`src/sv/sktf_pkg.sv`:
```
package sktf_pkg;

  localparam int CHANNELS   = 8;
  localparam int CH_IDX_W   = $clog2(CHANNELS);
  localparam int CH_IN_W    = 3;
  localparam int MEAS_W     = 10;
  localparam int POS_W      = 10;
  localparam int GAIN_W     = 16;
  localparam int VAR_W      = 18;
  localparam int EST_W      = 19;
  localparam int NL_W       = 2;
  localparam int Q_W        = 16;
  localparam int R_W        = 6;
  localparam int DVS_W      = VAR_W + 4;
  localparam int PX_W       = EST_W + GAIN_W;
  localparam int PP_W       = VAR_W + GAIN_W;
  localparam int CNT_W      = $clog2(GAIN_W);
  localparam int BLO_W      = 14;
  localparam int BL1_W      = GAIN_W + EST_W;
  localparam int BL2_W      = BLO_W + POS_W;
  localparam int SUM_W      = BL1_W + 1;
  localparam int PXI_W      = SUM_W - 24;
  localparam int IDX_W      = 1;
  localparam int WDATA_W    = 16;

  localparam logic [IDX_W-1:0] REG_NOISE_LEVEL   = 1'd0;
  localparam logic [IDX_W-1:0] REG_PROCESS_NOISE = 1'd1;

  localparam logic [VAR_W-1:0]  VAR_MAX     = 18'd262143;
  localparam logic [VAR_W-1:0]  VAR_RESET   = 18'd58982;
  localparam logic [EST_W-1:0]  EST_RESET_X = 19'd128000;
  localparam logic [EST_W-1:0]  EST_RESET_Y = 19'd179200;
  localparam logic [POS_W-1:0]  FOL_RESET_X = 10'd500;
  localparam logic [POS_W-1:0]  FOL_RESET_Y = 10'd700;
  localparam logic [Q_W-1:0]    Q_RESET     = 16'd590;
  localparam logic [GAIN_W-1:0] BLEND_EST   = 16'd45554;
  localparam logic [BLO_W-1:0]  BLEND_OLD   = 14'd13828;
  localparam logic [PXI_W-1:0]  X_LOW       = 12'd200;
  localparam logic [PXI_W-1:0]  X_HIGH      = 12'd800;
  localparam logic [PXI_W-1:0]  Y_HIGH      = 12'd700;

  typedef struct packed {
    logic [VAR_W-1:0] pp;
    logic [DVS_W-1:0] dvs;
    logic [EST_W-1:0] diff_x;
    logic [EST_W-1:0] diff_y;
  } serial_op_t;

  typedef struct packed {
    logic [GAIN_W-1:0] k;
    logic [PX_W-1:0]   prod_x;
    logic [PX_W-1:0]   prod_y;
    logic [PP_W-1:0]   prod_p;
  } serial_res_t;

endpackage

```
`src/sv/sktf_in_if.sv`:
```
interface sktf_in_if import sktf_pkg::*; ();
  logic               valid;
  logic               ready;
  logic [CH_IN_W-1:0] channel;
  logic [MEAS_W-1:0]  meas_x;
  logic [MEAS_W-1:0]  meas_y;

  modport source (output valid, channel, meas_x, meas_y, input ready);
  modport sink (input valid, channel, meas_x, meas_y, output ready);
endinterface

```
`src/sv/sktf_out_if.sv`:
```
interface sktf_out_if import sktf_pkg::*; ();
  logic              valid;
  logic              ready;
  logic [POS_W-1:0]  pos_x;
  logic [POS_W-1:0]  pos_y;
  logic [GAIN_W-1:0] gain;

  modport source (output valid, pos_x, pos_y, gain, input ready);
  modport sink (input valid, pos_x, pos_y, gain, output ready);
endinterface

```
`src/sv/scalar_kalman_track_and_follow_core.sv`:
```
// Scalar Kalman tracker for CHANNELS objects. Each word on meas updates one
// channel and yields one word on track with the blended, clamped position
// and the gain. An in-range update runs through the 16-step bit-serial gain
// divider before the next word is accepted; a new word is taken while a
// finished result still waits on track. A channel at or above CHANNELS
// returns zeros and changes nothing. Register writes take effect at once
// and are meant for idle periods.
module scalar_kalman_track_and_follow_core import sktf_pkg::*; (
  input  logic               clk,
  input  logic               rst,
  sktf_in_if.sink            meas,
  sktf_out_if.source         track,
  input  logic               wr_en,
  input  logic [IDX_W-1:0]   wr_index,
  input  logic [WDATA_W-1:0] wr_data
);

  typedef enum logic [2:0] {S_IDLE, S_PRED, S_DIV, S_BLEND, S_OUT} state_t;

  state_t            state;
  logic [NL_W-1:0]   noise_level;
  logic [Q_W-1:0]    process_noise;

  logic [VAR_W-1:0]  variance   [CHANNELS];
  logic [EST_W-1:0]  estimate_x [CHANNELS];
  logic [EST_W-1:0]  estimate_y [CHANNELS];
  logic [POS_W-1:0]  follow_x   [CHANNELS];
  logic [POS_W-1:0]  follow_y   [CHANNELS];

  logic [CH_IDX_W-1:0] ch;
  logic              bad;
  logic [MEAS_W-1:0] mx;
  logic [MEAS_W-1:0] my;
  logic [VAR_W-1:0]  pp;
  logic              dir_x;
  logic              dir_y;
  logic [EST_W-1:0]  est_x_new;
  logic [EST_W-1:0]  est_y_new;
  logic [VAR_W-1:0]  var_new;
  logic [GAIN_W-1:0] k;
  logic [BL1_W-1:0]  m1x;
  logic [BL1_W-1:0]  m1y;
  logic [BL2_W-1:0]  m2x;
  logic [BL2_W-1:0]  m2y;

  logic              out_valid;
  logic [POS_W-1:0]  out_x;
  logic [POS_W-1:0]  out_y;
  logic [GAIN_W-1:0] out_k;

  serial_op_t        sop;
  serial_res_t       sres;
  logic              sdone;
  logic              in_bad;

  logic [R_W-1:0]    r;
  logic [VAR_W:0]    pp_sum;
  logic [VAR_W-1:0]  pp_next;
  logic [EST_W-1:0]  tgt_x;
  logic [EST_W-1:0]  tgt_y;
  logic [EST_W-1:0]  e_x;
  logic [EST_W-1:0]  e_y;
  logic [PP_W:0]     ceil_sum;
  logic [VAR_W:0]    nv_sum;
  logic [EST_W-1:0]  d_x;
  logic [EST_W-1:0]  d_y;
  logic [SUM_W-1:0]  s_x;
  logic [SUM_W-1:0]  s_y;
  logic [PXI_W-1:0]  px;
  logic [PXI_W-1:0]  py;
  logic [PXI_W-1:0]  px_c;
  logic [PXI_W-1:0]  py_c;
  logic              out_free;

  assign in_bad = (int'(meas.channel) >= CHANNELS);

  always_comb begin
    r       = R_W'({noise_level, 3'b000}) + R_W'({noise_level, 1'b0}) + R_W'(10);
    pp_sum  = {1'b0, variance[ch]} + (VAR_W + 1)'(process_noise);
    pp_next = pp_sum[VAR_W] ? VAR_MAX : pp_sum[VAR_W-1:0];
    tgt_x   = {(MEAS_W + 1)'(mx) + (MEAS_W + 1)'(r), 8'b0};
    tgt_y   = {(MEAS_W + 1)'(my) + (MEAS_W + 1)'(r), 8'b0};
    e_x     = estimate_x[ch];
    e_y     = estimate_y[ch];
    sop.pp     = pp_next;
    sop.dvs    = DVS_W'(pp_next) + {r, 16'b0};
    sop.diff_x = (tgt_x >= e_x) ? tgt_x - e_x : e_x - tgt_x;
    sop.diff_y = (tgt_y >= e_y) ? tgt_y - e_y : e_y - tgt_y;

    ceil_sum = {1'b0, sres.prod_p} + (PP_W + 1)'(16'hFFFF);
    nv_sum   = {1'b0, pp} - (VAR_W + 1)'(ceil_sum[PP_W:16]) + (VAR_W + 1)'(process_noise);
    d_x      = sres.prod_x[PX_W-1:16];
    d_y      = sres.prod_y[PX_W-1:16];

    s_x  = SUM_W'(m1x) + SUM_W'({m2x, 8'b0});
    s_y  = SUM_W'(m1y) + SUM_W'({m2y, 8'b0});
    px   = s_x[SUM_W-1:24];
    py   = s_y[SUM_W-1:24];
    px_c = (px <= X_LOW) ? X_LOW : ((px >= X_HIGH) ? X_HIGH : px);
    py_c = (py >= Y_HIGH) ? Y_HIGH : py;

    out_free = !out_valid || track.ready;
  end

  sktf_serial u_serial (
    .clk   (clk),
    .rst   (rst),
    .start (state == S_PRED),
    .op    (sop),
    .res   (sres),
    .done  (sdone)
  );

  always_ff @(posedge clk) begin
    if (rst) begin
      state         <= S_IDLE;
      out_valid     <= 1'b0;
      noise_level   <= '0;
      process_noise <= Q_RESET;
      for (int i = 0; i < CHANNELS; i++) begin
        variance[i]   <= VAR_RESET;
        estimate_x[i] <= EST_RESET_X;
        estimate_y[i] <= EST_RESET_Y;
        follow_x[i]   <= FOL_RESET_X;
        follow_y[i]   <= FOL_RESET_Y;
      end
    end else begin
      if (wr_en) begin
        case (wr_index)
          REG_NOISE_LEVEL:   noise_level   <= wr_data[NL_W-1:0];
          REG_PROCESS_NOISE: process_noise <= wr_data[Q_W-1:0];
          default: ;
        endcase
      end
      if (out_valid && track.ready && state != S_OUT) begin
        out_valid <= 1'b0;
      end
      case (state)
        S_IDLE: begin
          if (meas.valid) begin
            ch    <= meas.channel[CH_IDX_W-1:0];
            bad   <= in_bad;
            mx    <= meas.meas_x;
            my    <= meas.meas_y;
            state <= in_bad ? S_OUT : S_PRED;
          end
        end
        S_PRED: begin
          pp    <= pp_next;
          dir_x <= (tgt_x >= e_x);
          dir_y <= (tgt_y >= e_y);
          state <= S_DIV;
        end
        S_DIV: begin
          if (sdone) begin
            k         <= sres.k;
            est_x_new <= dir_x ? estimate_x[ch] + d_x : estimate_x[ch] - d_x;
            est_y_new <= dir_y ? estimate_y[ch] + d_y : estimate_y[ch] - d_y;
            var_new   <= nv_sum[VAR_W] ? VAR_MAX : nv_sum[VAR_W-1:0];
            state     <= S_BLEND;
          end
        end
        S_BLEND: begin
          m1x   <= BL1_W'(BLEND_EST) * BL1_W'(est_x_new);
          m1y   <= BL1_W'(BLEND_EST) * BL1_W'(est_y_new);
          m2x   <= BL2_W'(BLEND_OLD) * BL2_W'(follow_x[ch]);
          m2y   <= BL2_W'(BLEND_OLD) * BL2_W'(follow_y[ch]);
          state <= S_OUT;
        end
        S_OUT: begin
          if (out_free) begin
            out_valid <= 1'b1;
            if (bad) begin
              out_x <= '0;
              out_y <= '0;
              out_k <= '0;
            end else begin
              out_x          <= px_c[POS_W-1:0];
              out_y          <= py_c[POS_W-1:0];
              out_k          <= k;
              variance[ch]   <= var_new;
              estimate_x[ch] <= est_x_new;
              estimate_y[ch] <= est_y_new;
              follow_x[ch]   <= px_c[POS_W-1:0];
              follow_y[ch]   <= py_c[POS_W-1:0];
            end
            state <= S_IDLE;
          end
        end
        default: state <= S_IDLE;
      endcase
    end
  end

  assign meas.ready  = (state == S_IDLE);
  assign track.valid = out_valid;
  assign track.pos_x = out_x;
  assign track.pos_y = out_y;
  assign track.gain  = out_k;

  a_ready_idle: assert property (@(posedge clk) disable iff (rst)
    meas.ready |-> !sdone)
    else $error("serial unit finished while idle");

  a_done_in_div: assert property (@(posedge clk) disable iff (rst)
    sdone |-> state == S_DIV)
    else $error("serial result outside divide phase");

  a_x_window: assert property (@(posedge clk) disable iff (rst)
    track.valid |-> (track.pos_x >= POS_W'(200) && track.pos_x <= POS_W'(800)) ||
                    (track.pos_x == '0 && track.pos_y == '0 && track.gain == '0))
    else $error("pos_x outside window");

  a_y_window: assert property (@(posedge clk) disable iff (rst)
    track.valid |-> track.pos_y <= POS_W'(700))
    else $error("pos_y outside window");

endmodule

```
`src/sv/sktf_serial.sv`:
```
// restoring divider, one quotient bit per cycle; each bit also steps three
// MSB-first shift-add products by the gain
module sktf_serial import sktf_pkg::*; (
  input  logic        clk,
  input  logic        rst,
  input  logic        start,
  input  serial_op_t  op,
  output serial_res_t res,
  output logic        done
);

  logic              running;
  logic [CNT_W-1:0]  cnt;
  logic [DVS_W-1:0]  rem;
  serial_op_t        opr;
  logic [GAIN_W-1:0] k;
  logic [PX_W-1:0]   acc_x;
  logic [PX_W-1:0]   acc_y;
  logic [PP_W-1:0]   acc_p;

  logic [DVS_W:0]    shifted;
  logic              q;
  logic [DVS_W-1:0]  rem_next;
  logic [PX_W-1:0]   acc_x_next;
  logic [PX_W-1:0]   acc_y_next;
  logic [PP_W-1:0]   acc_p_next;

  always_comb begin
    shifted    = {rem, 1'b0};
    q          = (shifted >= {1'b0, opr.dvs});
    rem_next   = q ? DVS_W'(shifted - {1'b0, opr.dvs}) : shifted[DVS_W-1:0];
    acc_x_next = {acc_x[PX_W-2:0], 1'b0} + (q ? PX_W'(opr.diff_x) : '0);
    acc_y_next = {acc_y[PX_W-2:0], 1'b0} + (q ? PX_W'(opr.diff_y) : '0);
    acc_p_next = {acc_p[PP_W-2:0], 1'b0} + (q ? PP_W'(opr.pp) : '0);
  end

  always_ff @(posedge clk) begin
    if (rst) begin
      running <= 1'b0;
      done    <= 1'b0;
      cnt     <= '0;
    end else begin
      done <= running && !start && (cnt == CNT_W'(GAIN_W - 1));
      if (start) begin
        running <= 1'b1;
        cnt     <= '0;
        opr     <= op;
        rem     <= DVS_W'(op.pp);
        k       <= '0;
        acc_x   <= '0;
        acc_y   <= '0;
        acc_p   <= '0;
      end else if (running) begin
        rem   <= rem_next;
        k     <= {k[GAIN_W-2:0], q};
        acc_x <= acc_x_next;
        acc_y <= acc_y_next;
        acc_p <= acc_p_next;
        cnt   <= cnt + 1'b1;
        if (cnt == CNT_W'(GAIN_W - 1)) begin
          running <= 1'b0;
        end
      end
    end
  end

  assign res.k      = k;
  assign res.prod_x = acc_x;
  assign res.prod_y = acc_y;
  assign res.prod_p = acc_p;

endmodule

```
`src/flat_wrapper.sv`:
```
// flat-port wrapper written by rule: the top's interface ports become plain ports
module scalar_kalman_track_and_follow_core_flat import sktf_pkg::*;
  (clk, rst, wr_en, wr_index, wr_data, meas_valid, meas_channel, meas_meas_x, meas_meas_y, meas_ready, track_valid, track_pos_x, track_pos_y, track_gain, track_ready);
  sktf_in_if meas_i ();
  sktf_out_if track_i ();
  input  logic clk;
  input  logic rst;
  input  logic wr_en;
  input  logic [IDX_W-1:0] wr_index;
  input  logic [WDATA_W-1:0] wr_data;
  input wire logic [$bits(meas_i.valid)-1:0] meas_valid;
  input wire logic [$bits(meas_i.channel)-1:0] meas_channel;
  input wire logic [$bits(meas_i.meas_x)-1:0] meas_meas_x;
  input wire logic [$bits(meas_i.meas_y)-1:0] meas_meas_y;
  output wire logic [$bits(meas_i.ready)-1:0] meas_ready;
  output wire logic [$bits(track_i.valid)-1:0] track_valid;
  output wire logic [$bits(track_i.pos_x)-1:0] track_pos_x;
  output wire logic [$bits(track_i.pos_y)-1:0] track_pos_y;
  output wire logic [$bits(track_i.gain)-1:0] track_gain;
  input wire logic [$bits(track_i.ready)-1:0] track_ready;
  assign meas_i.valid = meas_valid;
  assign meas_i.channel = meas_channel;
  assign meas_i.meas_x = meas_meas_x;
  assign meas_i.meas_y = meas_meas_y;
  assign meas_ready = meas_i.ready;
  assign track_valid = track_i.valid;
  assign track_pos_x = track_i.pos_x;
  assign track_pos_y = track_i.pos_y;
  assign track_gain = track_i.gain;
  assign track_i.ready = track_ready;
  scalar_kalman_track_and_follow_core u_core (.clk(clk), .rst(rst), .meas(meas_i), .track(track_i), .wr_en(wr_en), .wr_index(wr_index), .wr_data(wr_data));
endmodule
```
`config.mk`:
```
export PLATFORM = sky130hd
export DESIGN_NAME = scalar_kalman_track_and_follow_core_flat
export DESIGN_NICKNAME = d
export VERILOG_FILES = /design/src/sv/sktf_pkg.sv /design/src/sv/sktf_in_if.sv /design/src/sv/sktf_out_if.sv /design/src/sv/scalar_kalman_track_and_follow_core.sv /design/src/sv/sktf_serial.sv /design/src/flat_wrapper.sv
export SDC_FILE = /design/constraint.sdc
export NUM_CORES = 2
export LEC_CHECK = 0
export ABC_AREA = 1
export BUFFER_PORTS_ARGS = -buffer_cell sky130_fd_sc_hd__buf_2
export CORE_MARGIN = 2
export CORE_UTILIZATION = 57
export DETAILED_ROUTE_END_ITERATION = 12
export HOLD_SLACK_MARGIN = 0.15
export PLACE_DENSITY_LB_ADDON = 0.05
export SYNTH_ARGS = -nofsm -noshare
export SYNTH_HDL_FRONTEND = slang
export SYNTH_SLANG_ARGS = --single-unit
```
`constraint.sdc`:
```
create_clock -name clk -period 7.5 [get_ports clk]
set_clock_uncertainty 0.05 [all_clocks]
set_input_delay 0.375 -clock clk [delete_from_list [all_inputs] [get_ports clk]]
set_output_delay 0.375 -clock clk [all_outputs]
set_load 0.05 [all_outputs]
```
* Word level (Yosys, flattened, before mapping)
Memories as Yosys holds them, arrays and structs flattened. A register that Yosys moved wholly into a read port is not among the register bits. Index checks and enable logic that the tools add are counted.
Word-level totals: memories 5, register bits after elaboration 493, memory bits (writable) 608, output and inout port bits 38
Memory list:
- u_core.estimate_x | depth 8, width 19, read ports 1, clocked after memory_dff 1, wr ports 8, RTL line scalar_kalman_track_and_follow_core.sv:25 | logic [EST_W-1:0] estimate_x [CHANNELS];
- u_core.estimate_y | depth 8, width 19, read ports 1, clocked after memory_dff 1, wr ports 8, RTL line scalar_kalman_track_and_follow_core.sv:26 | logic [EST_W-1:0] estimate_y [CHANNELS];
- u_core.variance | depth 8, width 18, read ports 1, clocked after memory_dff 1, wr ports 8, RTL line scalar_kalman_track_and_follow_core.sv:24 | logic [VAR_W-1:0] variance [CHANNELS];
- u_core.follow_x | depth 8, width 10, read ports 1, clocked after memory_dff 1, wr ports 8, RTL line scalar_kalman_track_and_follow_core.sv:27 | logic [POS_W-1:0] follow_x [CHANNELS];
- u_core.follow_y | depth 8, width 10, read ports 1, clocked after memory_dff 1, wr ports 8, RTL line scalar_kalman_track_and_follow_core.sv:28 | logic [POS_W-1:0] follow_y [CHANNELS];
Cells by class: equality and inequality tests 9, magnitude comparators 6, multipliers 4, bitwise gates (word level) 2, multiplexer cells 54, reductions and logical operators 24, add/sub/neg operators 24
Operators by type and width (number):
- 19-bit two-way mux | 8
- 19-bit subtractor | 6
- 35-bit by 32-bit adder with 36-bit output | 2
- 18-bit two-way mux | 4
- 35-bit by 19-bit adder with 35-bit output | 2
- 35-bit two-way mux | 2
- 15-bit by 19-bit multiplier with 34-bit output (first input constant) | 2
- 10-bit two-way mux | 5
- 12-bit by 10-bit multiplier with 22-bit output (first input constant) | 2
- 22-bit two-way mux | 2
- 3-bit two-way mux | 13
- 19-bit adder | 2
- 19-bit >= comparator | 2
- 19-bit OR reduction | 2
- 34-bit by 16-bit adder with 35-bit output (second input constant) | 1
- 34-bit by 18-bit adder with 34-bit output | 1
- 34-bit two-way mux | 1
- 12-bit by 10-bit >= comparator with 1-bit output (second input constant) | 2
- 23-bit by 22-bit >= comparator with 1-bit output | 1
- 10-bit by 6-bit adder with 11-bit output | 2
- 18-bit by 22-bit adder with 22-bit output | 1
- 22-bit subtractor | 1
- 10-bit OR reduction | 2
- 18-bit by 16-bit adder with 19-bit output | 1
- 26 further kinds | 56

* Logic depth before layout (Yosys ltp)
depth after elaboration 8, gate-level depth with buffers 30

* Cells and area by module
A second synthesis with hierarchy kept.
Unflattened totals: cells, all modules 8500, area, all modules 75511.2 um^2
Modules (own cells, without submodules):
- scalar_kalman_track_and_follow_core | cells an instance 6465, instances 1, sequential area each 26115.0 um^2, area each 60291.6 um^2
- sktf_serial | cells an instance 2035, instances 1, sequential area each 6726.5 um^2, area each 15219.6 um^2

* Worst setup path after synthesis
No wires, ideal clock.
path kind reg-to-reg, start reg u_core.state[0], end reg u_core.u_serial.acc_p[0] (enable), stages on the path, launching flop included 8, data required time 6.943 ns, arrival time 7.249 ns, setup time 0.507 ns, path slack -0.307 ns, buffers on the path 1, path through dfxtp_1 > inv_1 > nor3_1 > inv_1 > clkbuf_1 > nor2_1 > inv_1 > nand2_1
Between the ends: longest elaborated chain between the ends 3
RTL lines:
- start: declaration | RTL line scalar_kalman_track_and_follow_core.sv:20 | state_t state;
- start signal: assignment | RTL line scalar_kalman_track_and_follow_core.sv:145 | state <= in_bad ? S_OUT : S_PRED;
- 3-bit by 1-bit == test with 1-bit output | RTL line scalar_kalman_track_and_follow_core.sv:108 | .start (state == S_PRED),
- 2-bit nonzero test (no source line)
- 2-bit AND reduction (no source line)
- end signal: assignment | RTL line sktf_serial.sv:58 | acc_p <= acc_p_next;
- end: declaration | RTL line sktf_serial.sv:19 | logic [PP_W-1:0] acc_p;
No other way between the ends. A chain may end at the register's enable or synchronous reset.

* Final worst setup path
start reg u_core.est_y_new[13], end reg u_core.m1y[33], data pin
Between the ends: longest elaborated chain between the ends 1
RTL lines:
- start: declaration | RTL line scalar_kalman_track_and_follow_core.sv:38 | logic [EST_W-1:0] est_y_new;
- start signal: assignment | RTL line scalar_kalman_track_and_follow_core.sv:158 | est_y_new <= dir_y ? estimate_y[ch] + d_y : estimate_y[ch] - d_y;
- 15-bit by 19-bit multiplier with 34-bit output | RTL line scalar_kalman_track_and_follow_core.sv:165 | m1y <= BL1_W'(BLEND_EST) * BL1_W'(est_y_new);
- end signal: assignment | RTL line scalar_kalman_track_and_follow_core.sv:165
- end: declaration | RTL line scalar_kalman_track_and_follow_core.sv:42 | logic [BL1_W-1:0] m1y;
No other way between the ends.

==> impl_metrics.tcl <==
set metrics [dict create \
    status "complete, but fails checks" \
    violations "capacitance limit, slew limit" \
    syn_area_um2 72730 \
    synth_top_family_by_area "adder cells" \
    synth-compound-area-share_pct 10.09 \
    cts_root_buffer "clkbuf_16" \
    crit_type "flip-flop to flip-flop" \
    synth_seq_area_share_pct 43.71 \
    path_clk_slew_ns 0.06 \
    drive_gt1_share_pct 4.926 \
    port_buffers 82 \
    finalCritPeriodShare_pct 79.32 \
    yosysTopAreaCellShare_pct 42.86 \
    dp_cells 9608 \
    cts.sink_count 1069 \
    io_pins 83 \
    firstDrtPassIters 8 \
    worst_slack_ns 1.551 \
    grt_max_degree 179 \
    place_congestion 0.9462 \
    synth_edf_count 1038 \
    detail_route.wl_per_cell_um 20.67 \
    multiInputGateArea_um2 35990 \
    layout.nets 9083 \
    ys_types 53 \
    grt_pass1_wl_mm 315.7 \
    cap_viol_max_count 1 \
    postCtsSetupBuffers 0 \
    start_kind "flip-flop" \
    vias 56420 \
    end_kind "flip-flop" \
    synth-simple-area-share_pct 17.26 \
    antenna_found_initial 4 \
    synth.largest_area_cell "edfxtp_1" \
    ir_worst_vdd_uv 568.6 \
    yosys-top-cells-area "edfxtp_1, ha_1, fa_1" \
    initial_core_util_pct 57.25 \
    viasPerCell 5.719 \
    grt_pass1_vias 55100 \
    worst_pin_slew_ns 1.535 \
    drc 0 \
    clk_latency_ns 0.75 \
    final_antenna_net_count 0 \
    clock.fmax_ghz 0.1681 \
    dieArea_um2 130500 \
    hold_buffers 45 \
    seq_area_um2 31800 \
    p_leak_nw 34.06 \
    drt_first_iter_violations 5099 \
    rsz0062_at_grt "no" \
    synthAdderAreaFrac_pct 18.82 \
    synthArstFlopShare_pct 0 \
    hold_viol_final 0 \
    dieWidth_um 361.2 \
    clock_path_buffers 3 \
    synthXorXnorAreaFrac_pct 3.059 \
    gr-total-overflow 0 \
    syn_area_per_cell_um2 9.049 \
    dpl.hpwl_mm 139.9 \
    ys.warnings.count 0 \
    final_max_slew_viol_count 2 \
    syn_nets 9011 \
    pwr_density_cell_nw_per_um2 282.5 \
    final.min_clock_period_ns 5.949 \
    slew_headroom_pct -3.440 \
    grtUsageTotal_pct 31.20 \
    critPathRequiredTime_ns 7.95 \
    fillers 10870 \
    critPathArrivalTime_ns 6.40 \
    drt_wl_total_mm 203.9 \
    synth.area.mux_share_pct 0 \
    placed_area_um2 74970 \
    critPathMaxFanout 10 \
    ys.flop_type "edfxtp_1" \
    tritoncts "yes" \
    hp-class "primary input to flip-flop" \
    synthTopCellsByCount "nand2_1, nor2_1, inv_1" \
    fin_setup_tns_ns 0 \
    yosysMostFrequentCell "nand2_1" \
    dpl_worst_slack_ns 1.523 \
    postSynthCellCount 8037 \
    finalInstanceArea_um2 79020 \
    area_growth_pct 8.659 \
    cts-buffers-inserted 116 \
    htreeDepth 3 \
    fin_cells 9865 \
    cts_resized 0 \
    die_y_um 361.2 \
    ys_ff_latch 1069 \
    core_area_um2 127000 \
    rows 131 \
    final_core_util_pct 62.21 \
    setup_violations 0 \
]
[layer usage]
metal | vias up | part of all wire (%) | global-route usage [%] | wire length, um
met5 | - | 0 | 0 | 0
li1 | 27040 | - | - | -
met3 | 350 | 6.5 | 3.764 | 13340
met2 | 1807 | 47 | 51.47 | 95880
met4 | 0 | 3.4 | 10.10 | 7002
met1 | 27220 | 43 | 43.07 | 87650
[flip-flops by register name, summed over array words and instances, names as in the netlist, 16 cells and up, named ones only]
name and count:
u_core.est_x_new 19, u_core.est_y_new 19, u_core.estimate_x 152, u_core.estimate_y 152, u_core.follow_x 80, u_core.follow_y 80, u_core.k 16, u_core.m1x 25
u_core.m1y 25, u_core.m2x 22, u_core.m2y 22, u_core.process_noise 16, u_core.track.gain 16, u_core.u_serial.acc_p 34, u_core.u_serial.acc_x 35, u_core.u_serial.acc_y 35
u_core.u_serial.k 16, u_core.u_serial.opr 60, u_core.u_serial.rem 22, u_core.var_new 18, u_core.variance 144
[area by class of cell]
cell class,instances,area share [%]
clock buffer,141,3.900
sequential,1069,40.24
antenna,1,0.003167
multi-input combinational,5630,45.54
clock inverter,70,0.6555
tap,1662,2.631
timing repair buffer,199,1.821
inverter,1093,5.208
[where the power goes]
| group | switching [W] | total [W] | leakage, nW | internal (W) |
|---|---|---|---|---|
| Clock | 0.00246 | 0.00556 | 1.76 | 0.00311 |
| Sequential | 0.000234 | 0.00762 | 9.52 | 0.00738 |
| Combinational | 0.00592 | 0.00914 | 22.8 | 0.00322 |
[per-stage QoR]
stage / hold WS (ns) / total power (W)
final: 0.3031 / 0.02232
after global routing: 0.2750 / 0.02383
after floorplan: 0.3503 / 0.01435
after detailed placement: 0.3554 / 0.01675
after CTS: 0.2494 / 0.02236
after global placement: 0.3506 / 0.01664
[worst max-delay path: stages, from the launching register on]
cell and delay [ns]:
edfxtp_1 0.57, clkinv_1 0.47, fa_1 0.63, fa_1 0.52, inv_1 0.05, fa_1 0.51
fa_1 0.44, fa_1 0.49, ha_1 0.31, ha_1 0.32, nand2_1 0.07, nor2_1 0.16
nand2_1 0.07, inv_1 0.07, nand3_1 0.06, o21ai_0 0.54, nand2_1 0.12, a21oi_1 0.18
xor2_1 0.08
[cells in the final DEF, fill, tap and decap left out, types with 20 or more instances in the layout]
cell	Yosys	layout
inv_1	1040	1037
a21o_1	26	26
nand4_1	84	84
clkbuf_16	0	120
dfxtp_1	31	29
edfxtp_1	1038	1038
clkbuf_1	192	21
a31oi_1	56	56
nand3_1	257	256
fa_1	275	275
xnor2_1	48	48
clkinv_1	44	70
nor3_1	74	73
buf_2	31	82
o22ai_1	90	90
nand2_1	1429	1420
ha_1	654	654
nor2_1	1178	1165
buf_4	11	69
nor4_1	23	23
o21a_1	20	20
dlygate4sd3_1	0	45
o21bai_1	29	29
xor2_1	206	206
o21ai_1	35	39
o21ai_0	600	596
a21oi_1	421	421
clkinv_2	0	20
[logic make-up after synthesis]
kind of cell | after synthesis
adder cells (fa/ha/maj) | 929
buffers and inverters | 1338
AO/OA/AOI/OAI | 1347
AND/OR/NAND/NOR | 3100
XOR/XNOR | 254
flip-flops | 1069
[path summary, 6_finish.rpt]
| path | startpoint | depth (start not counted) | end | slack [ns] |
|---|---|---|---|---|
| hold reg to reg | u_core.k[8] | 0 | u_core.track.gain[8] | 0.37 |
| setup reg to reg | u_core.est_y_new[13] | 18 | u_core.m1y[33] | 1.55 |
| setup / recovery | u_core.est_y_new[13] | 18 | u_core.m1y[33] | 1.55 |
| hold / removal | meas_meas_x[9] | 2 | u_core.mx[9] | 0.30 |
(Power assumes the default switching activity.)
